## src/hdl/hgps_pkg.sv

```systemverilog
`timescale 1ns / 1ps

package hgps_pkg;

	// sizing
	localparam int QUEUE_DEPTH = 2;
	localparam int SCORE_W     = 26;
	localparam int NUM_CAND    = 13;
	localparam int CAND_ID_W   = 4;

	// snap kinds
	localparam logic [1:0] KIND_CENTRE = 2'd0;
	localparam logic [1:0] KIND_VERTEX = 2'd1;
	localparam logic [1:0] KIND_EDGE   = 2'd2;

	// register indexes
	localparam logic [1:0] REG_ORIGIN_X  = 2'd0;
	localparam logic [1:0] REG_ORIGIN_Y  = 2'd1;
	localparam logic [1:0] REG_INV_DIV_X = 2'd2;
	localparam logic [1:0] REG_INV_DIV_Y = 2'd3;

	localparam logic [31:0] ORIGIN_RST  = 32'd0;
	localparam logic [31:0] INV_DIV_RST = 32'd16777216;

	typedef struct packed {
		logic signed [31:0] point_x;
		logic signed [31:0] point_y;
	} point_t;

	typedef struct packed {
		logic [1:0]         snap_kind;
		logic signed [19:0] index_x;
		logic signed [19:0] index_y;
	} result_t;

	typedef struct packed {
		logic signed [31:0] origin_x;
		logic signed [31:0] origin_y;
		logic [31:0]        inv_div_x;
		logic [31:0]        inv_div_y;
	} cfg_t;

	// classified item handed from front to back
	typedef struct packed {
		logic signed [36:0] sx;
		logic signed [37:0] sy;
		logic signed [19:0] dx0;
		logic signed [19:0] dy0;
	} snap_job_t;

	typedef struct packed {
		logic full;
		logic empty;
	} q_status_t;

	// candidate order: centre, then vertex i, edge i for i = 0..5
	function automatic logic signed [3:0] cand_dx(input logic [CAND_ID_W-1:0] id);
		logic signed [3:0] r;
		case (id)
			4'd1:    r = 4'sd4;
			4'd2:    r = 4'sd3;
			4'd3:    r = 4'sd2;
			4'd4:    r = 4'sd0;
			4'd5:    r = -4'sd2;
			4'd6:    r = -4'sd3;
			4'd7:    r = -4'sd4;
			4'd8:    r = -4'sd3;
			4'd9:    r = -4'sd2;
			4'd10:   r = 4'sd0;
			4'd11:   r = 4'sd2;
			4'd12:   r = 4'sd3;
			default: r = 4'sd0;
		endcase
		return r;
	endfunction

	function automatic logic signed [3:0] cand_dy(input logic [CAND_ID_W-1:0] id);
		logic signed [3:0] r;
		case (id)
			4'd1:    r = 4'sd0;
			4'd2:    r = 4'sd3;
			4'd3:    r = 4'sd6;
			4'd4:    r = 4'sd6;
			4'd5:    r = 4'sd6;
			4'd6:    r = 4'sd3;
			4'd7:    r = 4'sd0;
			4'd8:    r = -4'sd3;
			4'd9:    r = -4'sd6;
			4'd10:   r = -4'sd6;
			4'd11:   r = -4'sd6;
			4'd12:   r = -4'sd3;
			default: r = 4'sd0;
		endcase
		return r;
	endfunction

	// squared length of the offset
	function automatic logic [5:0] cand_norm(input logic [CAND_ID_W-1:0] id);
		logic [5:0] r;
		case (id)
			4'd1, 4'd7:                  r = 6'd16;
			4'd2, 4'd6, 4'd8, 4'd12:     r = 6'd18;
			4'd3, 4'd5, 4'd9, 4'd11:     r = 6'd40;
			4'd4, 4'd10:                 r = 6'd36;
			default:                     r = 6'd0;
		endcase
		return r;
	endfunction

	function automatic logic [1:0] cand_kind(input logic [CAND_ID_W-1:0] id);
		logic [1:0] r;
		if (id == 4'd0) begin
			r = KIND_CENTRE;
		end else if (id[0]) begin
			r = KIND_VERTEX;
		end else begin
			r = KIND_EDGE;
		end
		return r;
	endfunction

endpackage

```

## src/hdl/hgps_back.sv

```systemverilog
`timescale 1ns / 1ps

module hgps_back (
	input  logic                  clk,
	input  logic                  arst_n,
	input  logic                  job_valid,
	input  hgps_pkg::snap_job_t   job,
	output logic                  done,
	output hgps_pkg::result_t     result
);

	localparam int SW = hgps_pkg::SCORE_W;
	localparam int IW = hgps_pkg::CAND_ID_W;
	localparam int NC = hgps_pkg::NUM_CAND;

	typedef struct packed {
		logic signed [SW-1:0] score;
		logic [IW-1:0]        id;
	} cand_t;

	function automatic cand_t pick(input cand_t a, input cand_t b);
		return (b.score < a.score) ? b : a;
	endfunction

	function automatic logic signed [19:0] sat_idx(input logic signed [38:0] v);
		logic signed [19:0] r;
		if (v > 39'sd524287) begin
			r = 20'sd524287;
		end else if (v < -39'sd524288) begin
			r = -20'sd524288;
		end else begin
			r = v[19:0];
		end
		return r;
	endfunction

	cand_t score_d [NC];
	cand_t score_s1 [NC];
	cand_t l1 [7];
	cand_t l2_s2 [4];
	cand_t l3 [2];
	cand_t win;
	logic v_s1, v_s2, v_s3;
	logic signed [36:0] sx_s1, sx_s2, sx_s3;
	logic signed [37:0] sy_s1, sy_s2, sy_s3;
	logic [IW-1:0] id_s3;
	logic signed [38:0] ix, iy;

	// score_i = norm_i * 2^15 - (d . offset_i), same order as squared distance
	always_comb begin
		for (int c = 0; c < NC; c++) begin
			score_d[c].id = IW'(c);
			score_d[c].score = $signed(SW'(hgps_pkg::cand_norm(IW'(c))) << 15) -
				(SW'(job.dx0) * SW'(hgps_pkg::cand_dx(IW'(c))) +
				 SW'(job.dy0) * SW'(hgps_pkg::cand_dy(IW'(c))));
		end
	end

	always_comb begin
		for (int k = 0; k < 6; k++) begin
			l1[k] = pick(score_s1[2*k], score_s1[2*k+1]);
		end
		l1[6] = score_s1[12];
		l3[0] = pick(l2_s2[0], l2_s2[1]);
		l3[1] = pick(l2_s2[2], l2_s2[3]);
		win   = pick(l3[0], l3[1]);
	end

	assign ix = $signed(39'(sx_s3)) + 39'(hgps_pkg::cand_dx(id_s3));
	assign iy = $signed(39'(sy_s3)) + 39'(hgps_pkg::cand_dy(id_s3));

	always_ff @(posedge clk or negedge arst_n) begin
		if (!arst_n) begin
			v_s1 <= 1'b0;
			v_s2 <= 1'b0;
			v_s3 <= 1'b0;
			done <= 1'b0;
		end else begin
			v_s1 <= job_valid;
			v_s2 <= v_s1;
			v_s3 <= v_s2;
			done <= v_s3;
		end
	end

	always_ff @(posedge clk) begin
		score_s1 <= score_d;
		sx_s1 <= job.sx;
		sy_s1 <= job.sy;
		l2_s2[0] <= pick(l1[0], l1[1]);
		l2_s2[1] <= pick(l1[2], l1[3]);
		l2_s2[2] <= pick(l1[4], l1[5]);
		l2_s2[3] <= l1[6];
		sx_s2 <= sx_s1;
		sy_s2 <= sy_s1;
		id_s3 <= win.id;
		sx_s3 <= sx_s2;
		sy_s3 <= sy_s2;
		result.snap_kind <= hgps_pkg::cand_kind(id_s3);
		result.index_x   <= sat_idx(ix);
		result.index_y   <= sat_idx(iy);
	end

endmodule

```

## config.mk

```make
export PLATFORM = sky130hd
export DESIGN_NAME = hgps_back
export DESIGN_NICKNAME = d
export VERILOG_FILES = /design/src/hdl/hgps_pkg.sv /design/src/hdl/hgps_back.sv
export SDC_FILE = /design/constraint.sdc
export NUM_CORES = 2
export LEC_CHECK = 0
export CAP_MARGIN = 20
export CORE_AREA = 5 5 285 287
export DETAILED_ROUTE_END_ITERATION = 16
export DIE_AREA = 0 0 290 292
export DONT_BUFFER_PORTS = 1
export PLACE_DENSITY_LB_ADDON = 0.08
export SLEW_MARGIN = 25
export SYNTH_ARGS = -nofsm -noshare
export SYNTH_HDL_FRONTEND = slang
export SYNTH_SLANG_ARGS = --single-unit
export TNS_END_PERCENT = 100
```

## constraint.sdc

```tcl
create_clock -name clk -period 5.3 [get_ports clk]
set_input_delay 0.265 -clock clk [delete_from_list [all_inputs] [get_ports clk]]
set_output_delay 0.265 -clock clk [all_outputs]
set_load 0.05 [all_outputs]
```

==> reports/metrics.csv <==
metric,value,unit
finalSetupViolCount,41,
rows,103,
ys_ff_latch,677,
grt_use_total,33.3,%
syn_to_final_growth,25.1,%
fillerInstances,6002,
first_global_vias,40700,
status,"complete, but fails checks",
grt_max_degree,25,
grt.busiest_layer,met2,
place_area,0.0521,mm^2
vias,40700,
cts_tree,yes,
drcViolationCount,0,
fin_tns_setup,-2.61,ns
syn_nets,6066,
grt_use_met3,3.71,%
ys_seq_area_share,29.6,%
clkTransAtPathRegs,0.06,ns
clockBufferDepth,3,
timing.final.crit_share,103,%
gr-usage-met1,41.3,%
place_inst,6750,
clkLatencyLatePin,0.63,ns
dr.pass1.iters,5,
gr-total-overflow,0,
initial_core_util,58.5,%
end_kind,flop,
cp_slowest_stage_delay,0.35,ns
drtIter0Drc,2861,
rsz0062_at_grt,true,
worstMarginPinSlew,0.985,ns
die_area,0.0847,mm^2
port_buffers,0,
core,0.0784,mm^2
hold_viol,0,
path_class,reg -> reg,
critPathMaxFanout,5,
stdcell_count,7015,
ys.flop_type,dfxtp_1,
postLayoutCellArea,0.0573,mm^2
drive_gt1_share,18.8,%
ioPinCount,161,
hold_class,in -> reg,
maxSlewHeadroom,34.1,%
wl_per_cell,21.1,um
via_per_inst,5.79,
drv_cap,0,
crit_top_cell,a21o_1,
root_buffer,clkbuf_16,
gp_congestion,0.998,
wl,148000,um
async_flop_share,0.591,%
grt_first_pass_wirelength,224000,um
detailedPlacementHpwl,118000,um
syn_area_per_cell,8.97,um^2
yosysWarnings,0,
nNetsFinal,6862,
die_height,292,um
clock_skew,0.0326,ns
crit_required,5.79,ns
use_met2,59.6,%
syn-cell-area,0.0458,mm^2
antenna_found_initial,13,
synth_edf_count,0,
worst_slack,-0.146,ns
htreeDepth,3,
slew_viol_final,0,
die_w,290,um
yosysUniqueCellTypes,95,
syn_inst,5111,
violations,setup timing,
post-route-util,73.2,%
worst_path_max_delay_cell,a211o_1,
max_freq,0.184,GHz
postRouteAntennaNets,0,
cts.sinks,677,
arrival,5.93,ns
post-route-min-period,5.45,ns
startpoint_type,flop,
cts_buffers,72,
==> kinds of logic after synthesis <==
family / Yosys count / share of synthesized area, %
adders and majority gates: 837 / 23.1
DFF: 677 / 29.6
and+or+nand+nor: 1210 / 13.1
AOI/OAI and AO/OA: 1240 / 17.6
xor gates and xnor gates: 432 / 8.26
muxes: 171 / 3.81
buffers and inverters: 544 / 4.49
==> cells in the final DEF (no fill, tap or decap), types with 48 or more instances in the layout <==
cell type | netlist | final
a211oi_1 | 55 | 48
a21o_1 | 178 | 178
a21oi_1 | 366 | 324
buf_4 | 0 | 668
clkbuf_16 | 0 | 77
dfxtp_1 | 673 | 655
dlygate4sd3_1 | 0 | 91
ha_1 | 822 | 800
inv_1 | 464 | 455
mux2i_1 | 143 | 92
nand2_1 | 265 | 264
nand2b_1 | 56 | 55
nand3_1 | 103 | 103
nand4_1 | 52 | 52
nor2_1 | 311 | 305
nor2b_1 | 61 | 61
nor3_1 | 119 | 116
o21a_1 | 63 | 63
o21ai_0 | 222 | 201
xnor2_1 | 303 | 301
xor2_1 | 129 | 128
==> sequential cells by signal (all words and copies together), names as in the netlist, 4 cells and up, named ones only <==
signal    cells
score_s1    261
l2_s2       109
result       42
sy_s1        38
sy_s2        38
sy_s3        38
sx_s1        37
sx_s2        37
sx_s3        37
l1           25
id_s3         4
==> synth_stat cells (61+ instances only) <==
cell type | n | area, um^2
xnor2_1 | 303 | 2650
dfxtp_1 | 673 | 13500
mux2i_1 | 143 | 1430
nand2_1 | 265 | 995
nor2b_1 | 61 | 382
nor2_1 | 311 | 1170
o21ai_0 | 222 | 1110
xor2_1 | 129 | 1130
nand3_1 | 103 | 515
a21o_1 | 178 | 1340
nor3_1 | 119 | 596
clkbuf_1 | 61 | 229
o21a_1 | 63 | 473
a21oi_1 | 366 | 1830
ha_1 | 822 | 10300
inv_1 | 464 | 1740
==> metal layers <==
metal  vias up  share of wire (%)
met3       299                5.7
li1      19900                  -
met1     19200                 41
met4         2                4.4
met2      1241                 49
met5         -             0.0088
==> what timing repair did <==
action	CTS	global route
hold endpoints to repair	103	0
resized for setup	152	151
hold buffers	91	0
pin swaps	49	69
cloned	6	3
endpoints found under the setup margin	94	122
buffers inserted	33	12
==> metrics by stage <==
stage | setup WS [ns] | hold WS, ns
final | -0.146 | 0.0546
after global routing | -0.356 | 0.0704
after CTS | -0.0575 | 0.0357
after detailed placement | -0.484 | -0.0305
after global placement | -0.439 | -0.0305
after floorplan | 0.00432 | -0.0306
==> critical path: cells and delay by family (launching register included) <==
family	cells	cell delay (ns)
AOI/OAI and AO/OA	18	3.08
buffers and inverters	8	1.07
adders and majority gates	2	0.45
muxes	2	0.34
DFF	1	0.33
==> worst paths after layout <==
path	startpoint	end	slack, ns	depth (start not counted)
max	score_s1[192]	l2_s2[1][12]	-0.15	30
min	job[37]	score_s1[355]	0.05	3
max reg2reg	score_s1[192]	l2_s2[1][12]	-0.15	30
min reg2reg	sy_s2[0]	sy_s3[0]	0.31	0
max in group asynchronous	arst_n	v_s1	4.66	2
min in group asynchronous	arst_n	done	0.45	2
==> final cells by class <==
cell class | instances | area [um^2] | share of cell area (%)
antenna | 2 | 5.00 | 0.00873
clock buffer | 90 | 1950 | 3.40
clock inverter | 40 | 505 | 0.882
inverter | 465 | 1750 | 3.04
multi-input combinational | 3890 | 31500 | 55.0
sequential | 677 | 13600 | 23.7
tap | 1050 | 1310 | 2.29
timing repair buffer | 801 | 6670 | 11.6
Power is left out: the tool's default activity adds up to more than one toggle a clock period on the data nets, which glitch-free logic cannot reach.
