$ cat config.mk
export PLATFORM = sky130hd
export DESIGN_NAME = hgps_queue
export DESIGN_NICKNAME = d
export VERILOG_FILES = /design/src/hdl/hgps_pkg.sv /design/src/hdl/hgps_queue.sv
export SDC_FILE = /design/constraint.sdc
export NUM_CORES = 1
export LEC_CHECK = 0
export BUFFER_PORTS_ARGS = -buffer_cell sky130_fd_sc_hd__buf_2
export CORE_UTILIZATION = 52
export DETAILED_ROUTE_END_ITERATION = 10
export PLACE_DENSITY = 0.79
export SETUP_SLACK_MARGIN = 0.3
export SLEW_MARGIN = 30
export SYNTH_ARGS = -nofsm -noshare
export SYNTH_HDL_FRONTEND = slang
export SYNTH_SLANG_ARGS = --single-unit
$ cat constraint.sdc
create_clock -name clk -period 7.55 [get_ports clk]
set_clock_uncertainty 0.15 [all_clocks]
set_input_delay 0.755 -clock clk [delete_from_list [all_inputs] [get_ports clk]]
set_output_delay 0.755 -clock clk [all_outputs]
set_load 0.005 [all_outputs]
$ cat src/hdl/hgps_pkg.sv
`timescale 1ns / 1ps

package hgps_pkg;

	// sizing
	localparam int QUEUE_DEPTH = 2;
	localparam int SCORE_W     = 26;
	localparam int NUM_CAND    = 13;
	localparam int CAND_ID_W   = 4;

	// snap kinds
	localparam logic [1:0] KIND_CENTRE = 2'd0;
	localparam logic [1:0] KIND_VERTEX = 2'd1;
	localparam logic [1:0] KIND_EDGE   = 2'd2;

	// register indexes
	localparam logic [1:0] REG_ORIGIN_X  = 2'd0;
	localparam logic [1:0] REG_ORIGIN_Y  = 2'd1;
	localparam logic [1:0] REG_INV_DIV_X = 2'd2;
	localparam logic [1:0] REG_INV_DIV_Y = 2'd3;

	localparam logic [31:0] ORIGIN_RST  = 32'd0;
	localparam logic [31:0] INV_DIV_RST = 32'd16777216;

	typedef struct packed {
		logic signed [31:0] point_x;
		logic signed [31:0] point_y;
	} point_t;

	typedef struct packed {
		logic [1:0]         snap_kind;
		logic signed [19:0] index_x;
		logic signed [19:0] index_y;
	} result_t;

	typedef struct packed {
		logic signed [31:0] origin_x;
		logic signed [31:0] origin_y;
		logic [31:0]        inv_div_x;
		logic [31:0]        inv_div_y;
	} cfg_t;

	// classified item handed from front to back
	typedef struct packed {
		logic signed [36:0] sx;
		logic signed [37:0] sy;
		logic signed [19:0] dx0;
		logic signed [19:0] dy0;
	} snap_job_t;

	typedef struct packed {
		logic full;
		logic empty;
	} q_status_t;

	// candidate order: centre, then vertex i, edge i for i = 0..5
	function automatic logic signed [3:0] cand_dx(input logic [CAND_ID_W-1:0] id);
		logic signed [3:0] r;
		case (id)
			4'd1:    r = 4'sd4;
			4'd2:    r = 4'sd3;
			4'd3:    r = 4'sd2;
			4'd4:    r = 4'sd0;
			4'd5:    r = -4'sd2;
			4'd6:    r = -4'sd3;
			4'd7:    r = -4'sd4;
			4'd8:    r = -4'sd3;
			4'd9:    r = -4'sd2;
			4'd10:   r = 4'sd0;
			4'd11:   r = 4'sd2;
			4'd12:   r = 4'sd3;
			default: r = 4'sd0;
		endcase
		return r;
	endfunction

	function automatic logic signed [3:0] cand_dy(input logic [CAND_ID_W-1:0] id);
		logic signed [3:0] r;
		case (id)
			4'd1:    r = 4'sd0;
			4'd2:    r = 4'sd3;
			4'd3:    r = 4'sd6;
			4'd4:    r = 4'sd6;
			4'd5:    r = 4'sd6;
			4'd6:    r = 4'sd3;
			4'd7:    r = 4'sd0;
			4'd8:    r = -4'sd3;
			4'd9:    r = -4'sd6;
			4'd10:   r = -4'sd6;
			4'd11:   r = -4'sd6;
			4'd12:   r = -4'sd3;
			default: r = 4'sd0;
		endcase
		return r;
	endfunction

	// squared length of the offset
	function automatic logic [5:0] cand_norm(input logic [CAND_ID_W-1:0] id);
		logic [5:0] r;
		case (id)
			4'd1, 4'd7:                  r = 6'd16;
			4'd2, 4'd6, 4'd8, 4'd12:     r = 6'd18;
			4'd3, 4'd5, 4'd9, 4'd11:     r = 6'd40;
			4'd4, 4'd10:                 r = 6'd36;
			default:                     r = 6'd0;
		endcase
		return r;
	endfunction

	function automatic logic [1:0] cand_kind(input logic [CAND_ID_W-1:0] id);
		logic [1:0] r;
		if (id == 4'd0) begin
			r = KIND_CENTRE;
		end else if (id[0]) begin
			r = KIND_VERTEX;
		end else begin
			r = KIND_EDGE;
		end
		return r;
	endfunction

endpackage

$ cat src/hdl/hgps_queue.sv
`timescale 1ns / 1ps

module hgps_queue #(
	parameter int DEPTH = hgps_pkg::QUEUE_DEPTH
) (
	input  logic                  clk,
	input  logic                  arst_n,
	input  logic                  push,
	input  hgps_pkg::snap_job_t   push_data,
	input  logic                  pop,
	output hgps_pkg::snap_job_t   pop_data,
	output hgps_pkg::q_status_t   status
);

	localparam int PW = $clog2(DEPTH);
	localparam int CW = $clog2(DEPTH + 1);

	hgps_pkg::snap_job_t mem [DEPTH];
	logic [PW-1:0] wr_q, rd_q;
	logic [CW-1:0] cnt_q;
	logic do_push, do_pop;

	assign status.full  = (cnt_q == CW'(DEPTH));
	assign status.empty = (cnt_q == '0);
	assign do_push      = push && !status.full;
	assign do_pop       = pop && !status.empty;
	assign pop_data     = mem[rd_q];

	always_ff @(posedge clk) begin
		if (do_push) begin
			mem[wr_q] <= push_data;
		end
	end

	always_ff @(posedge clk or negedge arst_n) begin
		if (!arst_n) begin
			wr_q  <= '0;
			rd_q  <= '0;
			cnt_q <= '0;
		end else begin
			if (do_push) begin
				wr_q <= (wr_q == PW'(DEPTH - 1)) ? '0 : wr_q + 1'b1;
			end
			if (do_pop) begin
				rd_q <= (rd_q == PW'(DEPTH - 1)) ? '0 : rd_q + 1'b1;
			end
			if (do_push && !do_pop) begin
				cnt_q <= cnt_q + 1'b1;
			end else if (do_pop && !do_push) begin
				cnt_q <= cnt_q - 1'b1;
			end
		end
	end

endmodule

==> out/metrics.cfg, run 1 <==
[timing]
period_minus_slack_ns=3.71
tightest_slew_ns=0.819
final.period_utilization=0.491
hold_viol=0
max_freq_mhz=270
relSlewSlack=0.454
tns_ns=0
rsz0062_at_grt=no
maxSlewViolCount=0
setup-violations-final=0

[floorplan]
die_area_mm2=0.0172
die_h_um=131
ioPinCount=236
num_rows=46
start_util=0.539
die_w_um=131
coreArea_mm2=0.0161

[run_status]
outcome=complete, no violations

[drt]
routed_wirelength_um=15300
drt_iter0_drc=183
ant_nets=0
via_per_inst=5.02
first_pass_iters=4
drc=0
wl_per_cell_um=17.7
dr_total_vias=4345

[setup_path]
worstPathMaxFanout=51
endpoint_kind=primary output
startpoint_type=register
required_ns=6.64
crit_arrival_ns=2.80
crit_type=register to primary output

[clock_tree]
clock-sinks=234
root_buffer=clkbuf_16
clk_pin_slew_worst_paths_ns=0.06
cts_made_buffers=24
cts_tree=built
clk_path_buf_depth=3
cts_max_level=1
clock_latency_ns=0.49

[flow_run]
max-cap-violations=0

[finish]
nFillCells=1087
drive_gt1_frac=0.602
nets=751
area_growth_pct=25.1
post_layout_nonfiller_instances=865

[synth]
syn-cell-area_mm2=0.00865
yosysTopAreaCell=edfxtp_1
synthArstFlopShare=0.0171
avgSynthCellArea_um2=22.9
seq_area_frac_synth=0.810
synth_top_area_share=0.798
synth_cells=377
yosys_register_bits=234
synthFlopType=edfxtp_1
ys_top_cells_by_count=230 x edfxtp_1, 75 x mux2_2, 40 x mux2_4
ys_warn_count=0
synth_cell_types=15
yosysMostFrequentCell=edfxtp_1
synth.area.top_cells=edfxtp_1 80%, mux2_2 9.8%, mux2_4 6.9%, dfrtp_1 1.2%, buf_6 0.78%
syn_nets=497
synth_edf_count=230

[power_and_ir_drop]
leakage_nw=4.19
peakVddDrop_mv=0.263
p_per_area_mw_per_mm2=379
finalPower_mw=4.10

[global_routing]
grt_usage=0.172
grt_pass1_wl_um=22000
grt_remaining_overflow=0
antenna_found_initial=1
grt_max_degree=59
grt_pass1_vias=4504

[worst_hold_path]
hold_path.class=primary input to register

[place]
numPlacedInstances=820
io_buffer_count=235
routabilityCongestion=0.727
dp_hpwl_um=10400

per-stage QoR:
stage                util  setup WS [ns]  cell area (µm²)  hold slack, ns
finish              0.674           3.84            10800           0.293
global route        0.674           3.66            10800           0.271
CTS                 0.674           3.76            10800           0.275
detailed placement  0.627           4.29            10100           0.371
global placement    0.625           4.30            10000           0.349
floorplan               -           1.18             8650           0.309
flip-flops by register name (all words and copies together) (netlist names):
signal  count
wr_q        1
cnt_q       2
rd_q        1
mem       230
where the power goes:
| part | internal (mW) | switching [mW] |
|---|---|---|
| clock | 0.661 | 0.439 |
| sequential | 1.78 | 0.123 |
| combinational | 0.588 | 0.509 |
| total | 3.03 | 1.07 |
timing repair:
item                       in CTS  in global routing
buffers inserted                0                  0
hold endpoints to repair        4                  0
gates resized for setup         0                  0
setup endpoints to repair       0                  0
hold buffers                    1                  0
final cells by class:
class | count | area (µm²) | area share
Multi-Input combinational cell | 128 | 1550 | 0.143
Timing Repair Buffer | 241 | 1240 | 0.114
Sequential cell | 234 | 7010 | 0.648
Clock inverter | 8 | 67.6 | 0.00624
Tap cell | 216 | 270 | 0.0250
Antenna cell | 1 | 2.50 | 0.000231
Inverter | 2 | 7.51 | 0.000694
Clock buffer | 35 | 683 | 0.0631
layout by cell type (no fill, tap or decap), drive strengths merged, types with 2 or more instances in the layout:
master and instances:
buf 240, clkbuf 35, clkinv 6, dfrtp 4
edfxtp 230, inv 3, mux2 115, nor2 3
xnor2 3, xor2 2
logic make-up (layout without fill, tap and decap cells):
| family | Yosys count | count (layout) | synth area share |
|---|---|---|---|
| xor+xnor | 5 | 5 | 0.00506 |
| other cells | 0 | 1 | 0 |
| compound gates | 1 | 1 | 0.000578 |
| flops | 234 | 234 | 0.810 |
| buf+inv | 15 | 286 | 0.0127 |
| simple gates | 6 | 6 | 0.00318 |
| fa+ha+maj | 1 | 1 | 0.00145 |
| mux | 115 | 115 | 0.167 |
final timing paths:
check / startpoint / endpoint / slack, ns / cells after the start
hold / removal: push_data[52] / mem[0][52] / 0.29 / 1
hold reg to reg: cnt_q[1] / cnt_q[1] / 0.37 / 1
setup reg to reg: cnt_q[0] / mem[1][86] / 4.82 / 3
min in group asynchronous: arst_n / cnt_q[0] / 0.45 / 2
max in group asynchronous: arst_n / rd_q / 6.67 / 2
setup / recovery: rd_q / pop_data[61] / 3.84 / 4
per-layer routing:
metal,share of wire,wire [µm],vias up,track usage
met1,0.38,5800,2127,0.195
met2,0.51,7840,188,0.305
met5,0,0,-,0
li1,-,-,2007,-
met3,0.089,1370,23,0.0570
met4,0.017,263,0,0.0541
critical path, stage by stage, from the launching register on:
cell     delay [ns]
dfrtp_4        0.84
buf_4          0.66
buf_12         0.29
mux2_4         0.32
buf_2          0.14
(Power assumes the default switching activity.)
==> run 2, diff against run 1 <==
==> constraint.sdc (replaced) <==
create_clock -name clk -period 3.75 [get_ports clk]
set_clock_uncertainty 0.15 [all_clocks]
set_input_delay 0.375 -clock clk [delete_from_list [all_inputs] [get_ports clk]]
set_output_delay 0.375 -clock clk [all_outputs]
set_load 0.005 [all_outputs]
==> out/metrics.cfg, run 2 (same netlist as run 1, synthesis figures left out) <==
[setup_path]
startpoint_type=register
required_ns=3.22  ; -3.42 ns
crit_arrival_ns=1.93  ; -0.87 ns
r2r_setup_slack_ns=1.51  ; -3.31 ns
crit_type=register to primary output
endpoint_kind=primary output
worstPathMaxFanout=80  ; +57%

[power_and_ir_drop]
p_int_mw=6.14  ; +100%
p_seq_frac=0.445  ; -0.019
p_switching_mw=2.27  ; +110%
swShare=0.270  ; +0.00919
p_per_area_mw_per_mm2=703  ; +85%
clkPwrFrac=0.261  ; -0.007
leakage_nw=4.67  ; +12%
combPwrFrac=0.294  ; +0.027
peakVddDrop_mv=0.744  ; +180%

[timing]
setup-violations-final=0  ; unchanged
hold_viol=0  ; unchanged
rsz0062_at_grt=no
timing.final.ws_setup_ns=1.29  ; -2.55 ns
max_freq_mhz=407
tightest_slew_ns=0.675  ; -0.145 ns
maxSlewViolCount=0  ; unchanged
period_minus_slack_ns=2.46
relSlewSlack=0.550  ; +0.0965
final.period_utilization=0.655
tns_ns=0  ; unchanged

[drt]
ant_nets=0  ; unchanged
via_per_inst=4.97  ; -1.1%
wl_per_cell_um=18.3  ; +3.6%
first_pass_iters=5  ; +1
drt_iter0_drc=239  ; +31%
routed_wirelength_um=17900  ; +17%
drc=0  ; unchanged
dr_total_vias=4864  ; +12%

[clock_tree]
clk_pin_slew_worst_paths_ns=0.06  ; about the same
cts_max_level=1  ; unchanged
clk_path_buf_depth=3  ; unchanged
clock_latency_ns=0.49  ; about the same
clock-sinks=234  ; unchanged
cts_tree=built
cts_made_buffers=24  ; unchanged
post_cts_resized=0  ; unchanged
root_buffer=clkbuf_16
postCtsSetupBuffers=0  ; unchanged

[floorplan]
start_util=0.539  ; unchanged
ioPinCount=236  ; unchanged
coreArea_mm2=0.0161  ; unchanged
die_h_um=131  ; unchanged
num_rows=46  ; unchanged
die_w_um=131  ; unchanged
die_area_mm2=0.0172  ; unchanged

[global_routing]
grt_remaining_overflow=0  ; unchanged
grt_usage=0.206  ; +0.0341
antenna_found_initial=1  ; unchanged
grt_max_degree=108  ; +83%
grt_pass1_wl_um=26300  ; +19%
grt_pass1_vias=5210  ; +16%

[finish]
reg_top3=mem (230), cnt_q (2)
area_growth_pct=38.5
fin_util=0.746  ; +0.0718
post_layout_nonfiller_instances=979  ; +13%
regMostFlops=mem
final_common_cell=buf_2
drive_gt1_frac=0.516  ; -0.0861
nets=865  ; +15%
largest_reg_flops=230  ; unchanged
layout_common_cells=235 x buf_2, 230 x edfxtp_1, 116 x dlygate4sd3_1
nFillCells=881  ; -19%

[place]
dp_hpwl_um=10300  ; -1.6%
routabilityCongestion=0.696  ; -4.3%
pre_cts_ws_ns=1.53  ; -2.76 ns
io_buffer_count=235  ; unchanged
numPlacedInstances=819  ; -0.12%

[flow_run]
max-cap-violations=0  ; unchanged

[worst_hold_path]
hold_path.class=primary input to asynchronous set/reset pin

[run_status]
outcome=complete, no violations

-- run 2: changes by cell type in the layout (fill, tap and decap cells not counted), sizes merged --
cell / before / now
clkbuf: 35 / 27
dlygate4sd3: 1 / 116
clkinv: 6 / 15
buf: 240 / 239
inv: 3 / 2
-- run 2: stage by stage --
step                      instance area (µm²)  hold slack (ns)  power, mW
after floorplan                          8660          -0.0706       5.26
after global placement                  10100           0.0312       6.07
after detailed placement                10100           0.0397       6.16
after CTS                               12000           0.0438       8.45
after global routing                    12000           0.0730       8.81
final                                   12000           0.0677       8.42
-- run 2: area by class of cell --
type	count	area [µm²]	share of cell area
Antenna cell	1	2.50	0.000209
Clock buffer	27	633	0.0529
Clock inverter	16	103	0.00857
Inverter	2	7.51	0.000627
Multi-Input combinational cell	128	1550	0.129
Sequential cell	234	7010	0.585
Tap cell	216	270	0.0226
Timing Repair Buffer	355	2400	0.201
-- run 2: final timing paths --
| kind | from | to | depth (start not counted) |
|---|---|---|---|
| max | rd_q | pop_data[22] | 3 |
| min | arst_n | cnt_q[1] | 2 |
| max reg2reg | cnt_q[0] | mem[1][85] | 3 |
| min reg2reg | cnt_q[1] | cnt_q[1] | 1 |
| max in group asynchronous | arst_n | rd_q | 2 |
| min in group clk | pop | rd_q | 3 |
-- run 2: power groups by stage --
stage	logic [mW]	clock network (mW)	registers [mW]
after floorplan	1.51	0	3.75
after global placement	2.33	0	3.74
after detailed placement	2.36	0	3.79
after CTS	2.48	2.23	3.74
after global routing	2.69	2.33	3.79
final	2.48	2.19	3.74
-- run 2: repair_timing --
item	in CTS	in global routing
hold endpoints to repair	234	0
endpoints found under the setup margin	0	0
hold buffers	116	0
-- run 2: worst max-delay path: stages (launching register included) --
cell,delay [ns]
dfrtp_4,0.42
buf_12,0.40
mux2_2,0.42
buf_2,0.14
-- run 2: metal layers --
layer	routed length (µm)	track usage	vias to the layer above
li1	-	-	2233
met1	6790	0.233	2408
met2	9530	0.382	194
met3	1200	0.0525	29
met4	374	0.0588	0
met5	0	0	-
==> run 3, diff against run 2 <==
==> constraint.sdc (replaced) <==
create_clock -name clk -period 2.55 [get_ports clk]
set_clock_uncertainty 0.15 [all_clocks]
set_input_delay 0.255 -clock clk [delete_from_list [all_inputs] [get_ports clk]]
set_output_delay 0.255 -clock clk [all_outputs]
set_load 0.005 [all_outputs]
==> out/metrics.cfg, run 3 (same netlist as run 1, synthesis figures left out) <==
[run_status]
outcome=complete, no violations

[floorplan]
die_h_um=131  ; unchanged
coreArea_mm2=0.0161  ; unchanged
die_w_um=131  ; unchanged
ioPinCount=236  ; unchanged
start_util=0.539  ; unchanged
die_area_mm2=0.0172  ; unchanged
num_rows=46  ; unchanged

[global_routing]
grt_pass1_wl_um=26800  ; +2.1%
grt_usage=0.209  ; +0.00342
grt_max_degree=71  ; -34%
grt_pass1_vias=5310  ; +1.9%
antenna_found_initial=0  ; -1
grt_remaining_overflow=0  ; unchanged

[power_and_ir_drop]
p_per_area_mw_per_mm2=1050  ; +49%
leakage_nw=4.73  ; +1.3%
peakVddDrop_mv=0.883  ; +19%

[clock_tree]
cts_made_buffers=24  ; unchanged
cts_max_level=1  ; unchanged
clk_path_buf_depth=3  ; unchanged
clk_pin_slew_worst_paths_ns=0.07  ; about the same
root_buffer=clkbuf_16
clock-sinks=234  ; unchanged
clock_latency_ns=0.50  ; about the same
cts_tree=built

[flow_run]
max-cap-violations=0  ; unchanged

[finish]
nets=870  ; +0.58%
drive_gt1_frac=0.523  ; +0.00769
multiInputGateArea_mm2=0.00156  ; +0.97%
area_growth_pct=40.4
reg_top3=mem (230), cnt_q (2)
regArea_mm2=0.00701  ; unchanged
antenna_cells=0  ; -1
nFillCells=908  ; +3.1%
layout_common_cells=235 x buf_2, 230 x edfxtp_1, 119 x dlygate4sd3_1
final_common_cell=buf_2
regMostFlops=mem
design_area_mm2=0.0121  ; +1.4%
largest_reg_flops=230  ; unchanged

[timing]
relSlewSlack=0.579  ; +0.0283
tightest_slew_ns=0.632  ; -0.0425 ns
hold_viol=0  ; unchanged
hold-worst-slack_ns=0.325  ; +0.257 ns
maxSlewViolCount=0  ; unchanged
final.period_utilization=0.905
period_minus_slack_ns=2.31
setup-violations-final=0  ; unchanged
max_freq_mhz=434
rsz0062_at_grt=yes

[place]
io_buffer_count=235  ; unchanged
dp_hpwl_um=10500  ; +2.5%
place_area_mm2=0.0101  ; +0.42%
routabilityCongestion=0.701  ; +0.83%

[setup_path]
worstPathMaxFanout=70  ; -13%
crit_type=register to primary output
crit_path_cell_trace=buf_16, mux2_2, buf_2
endpoint_kind=primary output
max_stage_delay_ns=0.44  ; +0.02 ns
crit_arrival_ns=1.90  ; -0.03 ns
required_ns=2.14  ; -1.08 ns
crit_slowest_cell=dfrtp_4
startpoint_type=register

[drt]
ant_nets=0  ; unchanged
drt_iter0_drc=167  ; -30%
dr_total_vias=4914  ; +1.0%
via_per_inst=4.99  ; +0.51%
drc=0  ; unchanged
first_pass_iters=4  ; -1
wl_per_cell_um=18.4  ; +0.81%
routed_wirelength_um=18100  ; +1.3%

[worst_hold_path]
hold_path.class=primary input to register

run 3: changes by cell type in the layout (fill, tap and decap cells not counted), moves of 2 or more:
| cell | previous run | this run |
|---|---|---|
| dlygate4sd3_1 | 116 | 119 |
| clkinv_4 | 1 | 3 |
| clkinv_2 | 9 | 3 |
| clkinvlp_4 | 0 | 4 |
| clkinv_1 | 5 | 1 |
| clkbuf_8 | 0 | 4 |
run 3: path summary, 6_finish.rpt:
path | startpoint | end | slack, ns | cells past startpoint
worst max-delay path | rd_q | pop_data[14] | 0.24 | 3
worst min-delay path | push_data[97] | mem[0][97] | 0.32 | 2
worst max register to register | cnt_q[0] | mem[1][113] | 0.64 | 3
worst min register to register | wr_q | wr_q | 0.41 | 1
max in group asynchronous | arst_n | rd_q | 1.51 | 3
min in group asynchronous | arst_n | wr_q | 0.52 | 3
run 3: metrics by stage:
step / util / TNS (ns) / worst slack, ns / power, mW / cells
floorplan: - / -46.36 / -0.343 / 7.76 / 377
global placement: 0.630 / 0 / 0.693 / 8.98 / 821
detailed placement: 0.630 / 0 / 0.623 / 9.10 / 821
CTS: 0.756 / 0 / 0.243 / 12.8 / 984
global route: 0.756 / 0 / 0.200 / 13.3 / 984
finish: 0.756 / 0 / 0.243 / 12.7 / 984
run 3: layout make-up:
type | instances | share of cell area
Clock inverter | 14 | 0.0118
Inverter | 2 | 0.000618
Sequential cell | 234 | 0.577
Tap cell | 216 | 0.0223
Timing Repair Buffer | 360 | 0.204
Multi-Input combinational cell | 128 | 0.129
Clock buffer | 30 | 0.0555
run 3: where the power goes:
part	internal [mW]	switching, mW
logic	1.94	1.75
clock network	2.09	1.42
registers	5.26	0.244
total	9.30	3.41
run 3: layer usage:
layer	GRT usage	vias to the layer above	wire, µm	part of all wire
met5	0	-	0	0
met4	0.0757	0	486	0.027
met3	0.0509	46	1280	0.071
met2	0.386	211	9540	0.53
met1	0.234	2414	6830	0.38
li1	-	2243	-	-
run 3: what timing repair did:
item	CTS	global route
hold buffers	119	0
endpoints found under the hold margin	236	0
resized for setup	2	1
setup endpoints to repair	75	111
setup buffers	0	0
run 3: critical path, delay by kind of cell, from the launching register on:
| kind | cells | cell delay (ns) |
|---|---|---|
| buf+inv | 2 | 0.46 |
| mux | 1 | 0.40 |
| flops | 1 | 0.44 |
